==> config.mk <==
export PLATFORM = sky130hd
export DESIGN_NAME = priority_ordered_entry_list
export DESIGN_NICKNAME = d
export VERILOG_FILES = /design/src/rtl/poel_pkg.sv /design/src/rtl/poel_cell.sv /design/src/rtl/priority_ordered_entry_list.sv
export SDC_FILE = /design/constraint.sdc
export NUM_CORES = 2
export LEC_CHECK = 0
export ABC_AREA = 1
export BUFFER_PORTS_ARGS = -buffer_cell sky130_fd_sc_hd__buf_4
export CAP_MARGIN = 20
export CORE_ASPECT_RATIO = 0.7
export CORE_MARGIN = 2
export CORE_UTILIZATION = 25
export CTS_BUF_LIST = sky130_fd_sc_hd__clkbuf_8 sky130_fd_sc_hd__clkbuf_16
export DETAILED_ROUTE_END_ITERATION = 10
export GPL_TIMING_DRIVEN = 0
export PLACE_DENSITY = 0.47
export SYNTH_ARGS = -nofsm -noshare
export SYNTH_HDL_FRONTEND = slang
export SYNTH_HIERARCHICAL = 1
export SYNTH_SLANG_ARGS = --single-unit
==> constraint.sdc <==
create_clock -name clk_i -period 15.2 [get_ports clk_i]
set_input_delay 1.52 -clock clk_i [delete_from_list [all_inputs] [get_ports clk_i]]
set_output_delay 1.52 -clock clk_i [all_outputs]
set_load 0.01 [all_outputs]
==> src/rtl/poel_pkg.sv <==
// Shared types and constants for the priority ordered entry list.
package poel_pkg;

  localparam int unsigned DEF_CAPACITY = 32;
  localparam int unsigned ID_W         = 8;
  localparam int unsigned LEVEL_W      = 16;

  typedef enum logic [1:0] {
    OP_ADD       = 2'd0,
    OP_REMOVE    = 2'd1,
    OP_SET_LEVEL = 2'd2,
    OP_LIST      = 2'd3
  } op_e;

  typedef enum logic [1:0] {
    ST_IDLE,
    ST_RELEVEL,
    ST_LIST
  } state_e;

  typedef enum logic [1:0] {
    CMD_HOLD,
    CMD_INSERT,
    CMD_REMOVE,
    CMD_ROTATE
  } cell_cmd_e;

  typedef struct packed {
    op_e                operation;
    logic [ID_W-1:0]    entry_id;
    logic [LEVEL_W-1:0] priority_level;
  } in_t;

  typedef struct packed {
    logic               success;
    logic               entry_valid;
    logic [ID_W-1:0]    out_id;
    logic [LEVEL_W-1:0] out_level;
    logic               last;
  } out_t;

  typedef struct packed {
    logic [ID_W-1:0]    id;
    logic [LEVEL_W-1:0] level;
  } entry_t;

  // Where a cell sits relative to the fill level of the chain.
  typedef struct packed {
    logic occ;     // holds a live entry
    logic tail;    // last live entry
    logic open;    // first free slot
  } cell_pos_t;

endpackage

==> src/rtl/poel_cell.sv <==
// One slot of the sorted chain: holds an entry, inserts, closes gaps, rotates.
module poel_cell
  import poel_pkg::*;
(
  input  logic      clk_i,
  input  cell_cmd_e cmd_i,
  input  entry_t    key_i,
  input  cell_pos_t pos_i,
  input  logic      prev_gt_i,
  input  logic      prev_seen_i,
  input  entry_t    left_i,
  input  entry_t    right_i,
  input  entry_t    head_i,
  output logic      gt_o,
  output logic      seen_o,
  output entry_t    entry_o
);

  entry_t entry_q, entry_d;

  assign gt_o    = pos_i.occ && (entry_q.level > key_i.level);
  assign seen_o  = prev_seen_i || (pos_i.occ && (entry_q.id == key_i.id));
  assign entry_o = entry_q;

  always_comb begin
    entry_d = entry_q;
    case (cmd_i)
      CMD_INSERT: begin
        // greater levels move one place down; the new entry lands ahead of them
        if (prev_gt_i) begin
          entry_d = left_i;
        end else if (gt_o || pos_i.open) begin
          entry_d = key_i;
        end
      end
      CMD_REMOVE: begin
        if (seen_o) begin
          entry_d = right_i;
        end
      end
      CMD_ROTATE: begin
        if (pos_i.tail) begin
          entry_d = head_i;
        end else if (pos_i.occ) begin
          entry_d = right_i;
        end
      end
      default: entry_d = entry_q;
    endcase
  end

  always_ff @(posedge clk_i) begin
    entry_q <= entry_d;
  end

endmodule

==> src/rtl/priority_ordered_entry_list.sv <==
// Top level of the priority ordered entry list: cell chain and sequencer.
//
//   channel  dir  handshake                 payload
//   in       in   in_valid_i / in_ready_o   in_data_i  (in_t)
//   out      out  out_valid_o / out_ready_i out_data_o (out_t)
//
// Add and remove: result beat registered at the accept edge.
// Set level: removal at the accept edge, re-insertion once the output register is free.
// List: one beat per cycle after the accept cycle while the output is not stalled, CAPACITY beats at most;
//   the chain rotates by one place per beat and is back in order at the end.
// Reset clears the fill count and the sequencer; slot contents stay undefined.
// A stalled output beat holds the sequencer; no new beat is taken until the
//   output register is free.
module priority_ordered_entry_list
  import poel_pkg::*;
#(
  parameter int unsigned CAPACITY = DEF_CAPACITY
) (
  input  logic clk_i,
  input  logic rst_ni,
  input  logic in_valid_i,
  output logic in_ready_o,
  input  in_t  in_data_i,
  output logic out_valid_o,
  input  logic out_ready_i,
  output out_t out_data_o
);

  localparam int unsigned CNT_W = $clog2(CAPACITY + 1);

  state_e           state_q, state_d;
  logic [CNT_W-1:0] count_q, count_d;   // live entries
  logic [CNT_W-1:0] rem_q, rem_d;       // list beats still to send
  entry_t           pend_q, pend_d;     // entry awaiting re-insertion
  logic             out_valid_q, out_valid_d;
  out_t             out_data_q, out_data_d;
  logic             out_load;

  cell_cmd_e        cmd;
  entry_t           key;
  logic             out_free;
  logic             in_accept;
  logic             found;

  logic      [CAPACITY-1:0] gt;
  logic      [CAPACITY-1:0] seen;
  entry_t    [CAPACITY-1:0] ent;
  cell_pos_t [CAPACITY-1:0] pos;

  assign out_free   = !out_valid_q || out_ready_i;
  assign in_ready_o = (state_q == ST_IDLE) && out_free;
  assign in_accept  = in_valid_i && in_ready_o;

  // Key for compares: the pending entry while re-levelling, else the incoming beat.
  assign key = (state_q == ST_RELEVEL) ? pend_q
                                       : entry_t'{id: in_data_i.entry_id,
                                                  level: in_data_i.priority_level};

  // Set when any slot in the live part of the chain holds a matching id.
  assign found = seen[CAPACITY-1];

  // ---------------------------------------------------------------------------
  // Cell chain. The compare results ripple from slot 0 downwards, data moves
  // one slot either way; on a rotate the head entry wraps round to the tail.
  // ---------------------------------------------------------------------------
  for (genvar k = 0; k < CAPACITY; k++) begin : g_cell
    logic   prev_gt;
    logic   prev_seen;
    entry_t left;
    entry_t right;

    assign pos[k].occ  = CNT_W'(k) < count_q;
    assign pos[k].tail = CNT_W'(k + 1) == count_q;
    assign pos[k].open = CNT_W'(k) == count_q;

    if (k == 0) begin : g_head
      assign prev_gt   = 1'b0;
      assign prev_seen = 1'b0;
      assign left      = key;
    end else begin : g_body
      assign prev_gt   = gt[k-1];
      assign prev_seen = seen[k-1];
      assign left      = ent[k-1];
    end

    if (k == CAPACITY - 1) begin : g_end
      assign right = key;
    end else begin : g_mid
      assign right = ent[k+1];
    end

    poel_cell u_cell (
      .clk_i       (clk_i),
      .cmd_i       (cmd),
      .key_i       (key),
      .pos_i       (pos[k]),
      .prev_gt_i   (prev_gt),
      .prev_seen_i (prev_seen),
      .left_i      (left),
      .right_i     (right),
      .head_i      (ent[0]),
      .gt_o        (gt[k]),
      .seen_o      (seen[k]),
      .entry_o     (ent[k])
    );
  end

  // ---------------------------------------------------------------------------
  // Sequencer: next state
  // ---------------------------------------------------------------------------
  always_comb begin
    state_d = state_q;
    unique case (state_q)
      ST_IDLE: begin
        if (in_accept && (in_data_i.operation == OP_SET_LEVEL) && found) begin
          state_d = ST_RELEVEL;
        end else if (in_accept && (in_data_i.operation == OP_LIST) &&
                     (count_q != '0)) begin
          state_d = ST_LIST;
        end
      end
      ST_RELEVEL: begin
        if (out_free) begin
          state_d = ST_IDLE;
        end
      end
      ST_LIST: begin
        if (out_free && (rem_q == CNT_W'(1))) begin
          state_d = ST_IDLE;
        end
      end
      default: state_d = ST_IDLE;
    endcase
  end

  // ---------------------------------------------------------------------------
  // Sequencer: chain command, counters and result beat
  // ---------------------------------------------------------------------------
  always_comb begin
    cmd        = CMD_HOLD;
    count_d    = count_q;
    rem_d      = rem_q;
    pend_d     = pend_q;
    out_load   = 1'b0;
    out_data_d = '{success: 1'b0, entry_valid: 1'b0, out_id: '0, out_level: '0,
                   last: 1'b1};
    unique case (state_q)
      ST_IDLE: begin
        if (in_accept) begin
          unique case (in_data_i.operation)
            OP_ADD: begin
              out_load = 1'b1;
              if (count_q < CNT_W'(CAPACITY)) begin
                cmd                = CMD_INSERT;
                count_d            = count_q + CNT_W'(1);
                out_data_d.success = 1'b1;
              end
            end
            OP_REMOVE: begin
              cmd                = CMD_REMOVE;
              out_load           = 1'b1;
              out_data_d.success = found;
              if (found) begin
                count_d = count_q - CNT_W'(1);
              end
            end
            OP_SET_LEVEL: begin
              cmd = CMD_REMOVE;
              if (found) begin
                count_d = count_q - CNT_W'(1);
                pend_d  = key;
              end else begin
                out_load = 1'b1;
              end
            end
            OP_LIST: begin
              rem_d = count_q;
              if (count_q == '0) begin
                out_load           = 1'b1;
                out_data_d.success = 1'b1;
              end
            end
            default: cmd = CMD_HOLD;
          endcase
        end
      end
      ST_RELEVEL: begin
        // the removal freed a slot, so this insert cannot fail
        if (out_free) begin
          cmd                = CMD_INSERT;
          count_d            = count_q + CNT_W'(1);
          out_load           = 1'b1;
          out_data_d.success = 1'b1;
        end
      end
      ST_LIST: begin
        if (out_free) begin
          cmd                    = CMD_ROTATE;
          rem_d                  = rem_q - CNT_W'(1);
          out_load               = 1'b1;
          out_data_d.success     = 1'b1;
          out_data_d.entry_valid = 1'b1;
          out_data_d.out_id      = ent[0].id;
          out_data_d.out_level   = ent[0].level;
          out_data_d.last        = (rem_q == CNT_W'(1));
        end
      end
      default: cmd = CMD_HOLD;
    endcase
  end

  assign out_valid_d = out_load || (out_valid_q && !out_ready_i);

  always_ff @(posedge clk_i or negedge rst_ni) begin
    if (!rst_ni) begin
      state_q     <= ST_IDLE;
      count_q     <= '0;
      rem_q       <= '0;
      out_valid_q <= 1'b0;
    end else begin
      state_q     <= state_d;
      count_q     <= count_d;
      rem_q       <= rem_d;
      out_valid_q <= out_valid_d;
    end
  end

  always_ff @(posedge clk_i) begin
    pend_q <= pend_d;
    if (out_load) begin
      out_data_q <= out_data_d;
    end
  end

  assign out_valid_o = out_valid_q;
  assign out_data_o  = out_data_q;

  // ---------------------------------------------------------------------------
  // Assertions
  // ---------------------------------------------------------------------------
  a_count_range : assert property (@(posedge clk_i) disable iff (!rst_ni)
    count_q <= CNT_W'(CAPACITY))
    else $error("fill count beyond capacity");

  a_full_add_keeps : assert property (@(posedge clk_i) disable iff (!rst_ni)
    (in_accept && (in_data_i.operation == OP_ADD) && (count_q == CNT_W'(CAPACITY)))
    |=> $stable(count_q))
    else $error("add on a full table changed the fill count");

  a_list_keeps_count : assert property (@(posedge clk_i) disable iff (!rst_ni)
    (state_q == ST_LIST) |=> $stable(count_q))
    else $error("fill count moved during a list");

  a_relevel_has_room : assert property (@(posedge clk_i) disable iff (!rst_ni)
    (state_q == ST_RELEVEL) |-> (count_q < CNT_W'(CAPACITY)))
    else $error("re-insertion with no free slot");

  a_list_rem_range : assert property (@(posedge clk_i) disable iff (!rst_ni)
    (state_q == ST_LIST) |-> ((rem_q != '0) && (rem_q <= count_q)))
    else $error("list beat counter out of range");

endmodule
==> impl_results.md <==
* Vias at 75,520
* Core Area at 295,700 um^2
* GPL Wtd Cong at around 0.88
* Worst path slowest cell: nor3_1
* Clk slew on worst S/H paths at 0.06 ns
* H-tree Lvls at 3
* Global Route Usage Sum at 22.54%
* Final hold violations at 0
* Syn Area/Cell at 7.353 um^2
* # rows at 167
* Post-CTS Hold Buffers at 0
* Drt drc at 0
* Die X at 655.3 um
* Initial Utilization at around a quarter
* YS warnings at 6
* Most frequent cell on the critical path: nand2_1
* NumNets Final at about 11,000
* Num ports at 59
* Clk root buf: clkbuf_16
* Maximum clock frequency at around 110 MHz
* Final Cycle Share at 62.36%
* CP Launch Type: register
* Vias in the first global route at roughly 67,000
* Drt first pass iters at 6
* IO buf count at a little under 60
* Crit-path max FO at 23
* Critical path class: register to register
* Initial antenna violation count at 11
* Worst min-delay path class: register to register
* Clock buffer depth at 3
* Post-CTS sizing at 0
* DRT antenna net count at 0
* # Post-CTS Setup Buffers at 0
* Max Transition Viols Final at 0
* Max_slew headroom at 17.81%
* P&R area growth vs syn at 17.08%
* Fraction of layout cells with a size suffix above 1 at 10.56%
* Unrepaired setup endpoints after global routing: false
* Status: complete, no violations
* Reg2reg setup slack at 5.72 ns
* Hold Crit Depth at 2
* Post-DP HPWL at ~280,000 um
* Worst EP required at 15.65 ns
* Slew @ Worst Pin at between 1 and 1.5 ns
* Multi-input gate area at 39,700 um^2
* Crit-path max cell delay at between 0.9 and 1 ns
* Final wirelength at 352,600 um
* Synth Cell Area at 74,240 um^2
* Max cap viols at 0
* FF-to-FF End: out_data_o[19]
* Critical Path AT at 9.93 ns
* Min Tclk post-route at approximately 9.5 ns
* Iter 0 DRT Violations at 10,850
* Die height at between 400 and 500 um
* Final setup viols at 0
* CTS tree: yes
* Worst Hold Launch: rem_q[1]
* R2R Path Start: count_q[1]
* Synth Instances at 10,100
* Post-route clock skew at 0.05215 ns
* Num CTS Buffers at 106
* Clock latency at the later pin of the worst-skew pair at 0.78 ns
* First-pass GRT wire length at between 400,000 and 500,000 um
* FILL cells at 31,970
* Setup TNS at 0 ns
* Largest net degree at the start of global routing at between 60 and 70
* Clk sink count at 834
* Vias/cell at roughly 5.2
* Wirelength per Cell at roughly 24 um
* Total Die Area at 301,400 um^2
* Worst R2R Path Depth at 73
* Register area at 24,970 um^2
* Grt ovf at 0
* Hold EP: rem_q[1]
* Crit. End Element: register
## stage by stage
| step | hold WS, ns | instance area, um^2 | setup WS [ns] | utilization [%] | instances |
|---|---|---|---|---|---|
| floorplan | 0.4530 | 74250 | 0.3115 | - | 10100 |
| global route | 0.5517 | 86910 | 5.199 | 29.39 | 14470 |
| detailed placement | 0.4857 | 83530 | 5.730 | 28.25 | 14270 |
| CTS | 0.4997 | 86900 | 5.838 | 29.39 | 14470 |
| finish | 0.4978 | 86920 | 5.722 | 29.40 | 14470 |
| global placement | 0.4882 | 79660 | -11.71 | 26.94 | 14130 |
## placed cells by master (no fill, tap or decap), types with 109 or more instances in the layout
| cell type | count |
|---|---|
| nand4_1 | 261 |
| nand2_1 | 2305 |
| buf_2 | 166 |
| o21ai_1 | 169 |
| buf_16 | 112 |
| nor2_1 | 548 |
| ha_1 | 527 |
| nand3_1 | 371 |
| clkbuf_16 | 109 |
| buf_4 | 188 |
| inv_1 | 1734 |
| o21ai_0 | 887 |
| a21oi_1 | 902 |
| o2111ai_1 | 544 |
| edfxtp_1 | 819 |
## state kept, by name, summed over array words and instances (netlist names)
register	count
count_q	6
g_cell.u_cell/entry_o	768
out_data_o	27
out_valid_o	1
pend_q	24
rem_q	6
state_q	2
## routing by layer
metal	vias to the layer above	GRT usage, %	routed length (um)
li1	35230	-	-
met2	3976	28.14	126700
met4	22	5.393	9416
met5	-	0	172
met3	347	5.583	41770
met1	35940	36.74	174500
## worst max-delay path: cells and delay by family (launching register included)
| family | cells | cell delay, ns |
|---|---|---|
| buffers and inverters | 32 | 3.90 |
| and+or+nand+nor | 39 | 4.01 |
| adders and majority gates | 1 | 0.40 |
| DFF | 1 | 0.65 |
| AOI/OAI and AO/OA | 1 | 0.08 |
## layout make-up
type	count	area share [%]
Sequential cell	834	28.73
Buffer	460	3.615
Antenna cell	5	0.01439
Multi-Input combinational cell	7020	45.68
Clock buffer	109	3.138
Clock inverter	87	0.7399
Inverter	1787	7.720
Timing Repair Buffer	200	4.654
Tap cell	3971	5.716
## worst max path at each step
| stage | startpoint | endpoint | slack, ns |
|---|---|---|---|
| 6_report | count_q[1] | out_data_o[19] | 5.72 |
| 2_1_floorplan | in_data_i[24] | g_cell[31].u_cell/entry_o[0] | 0.31 |
| 5_1_grt | state_q[1] | out_data_o[19] | 5.20 |
| 3_5_place_dp | in_data_i[21] | out_data_o[19] | 5.73 |
| 4_1_cts | count_q[1] | out_data_o[1] | 5.84 |
| 3_3_place_gp | out_ready_i | g_cell[11].u_cell/entry_o[0] | -11.71 |
Power is not shown: default switching activity piles up to over one toggle a cycle in this logic, so the estimate is an artifact.
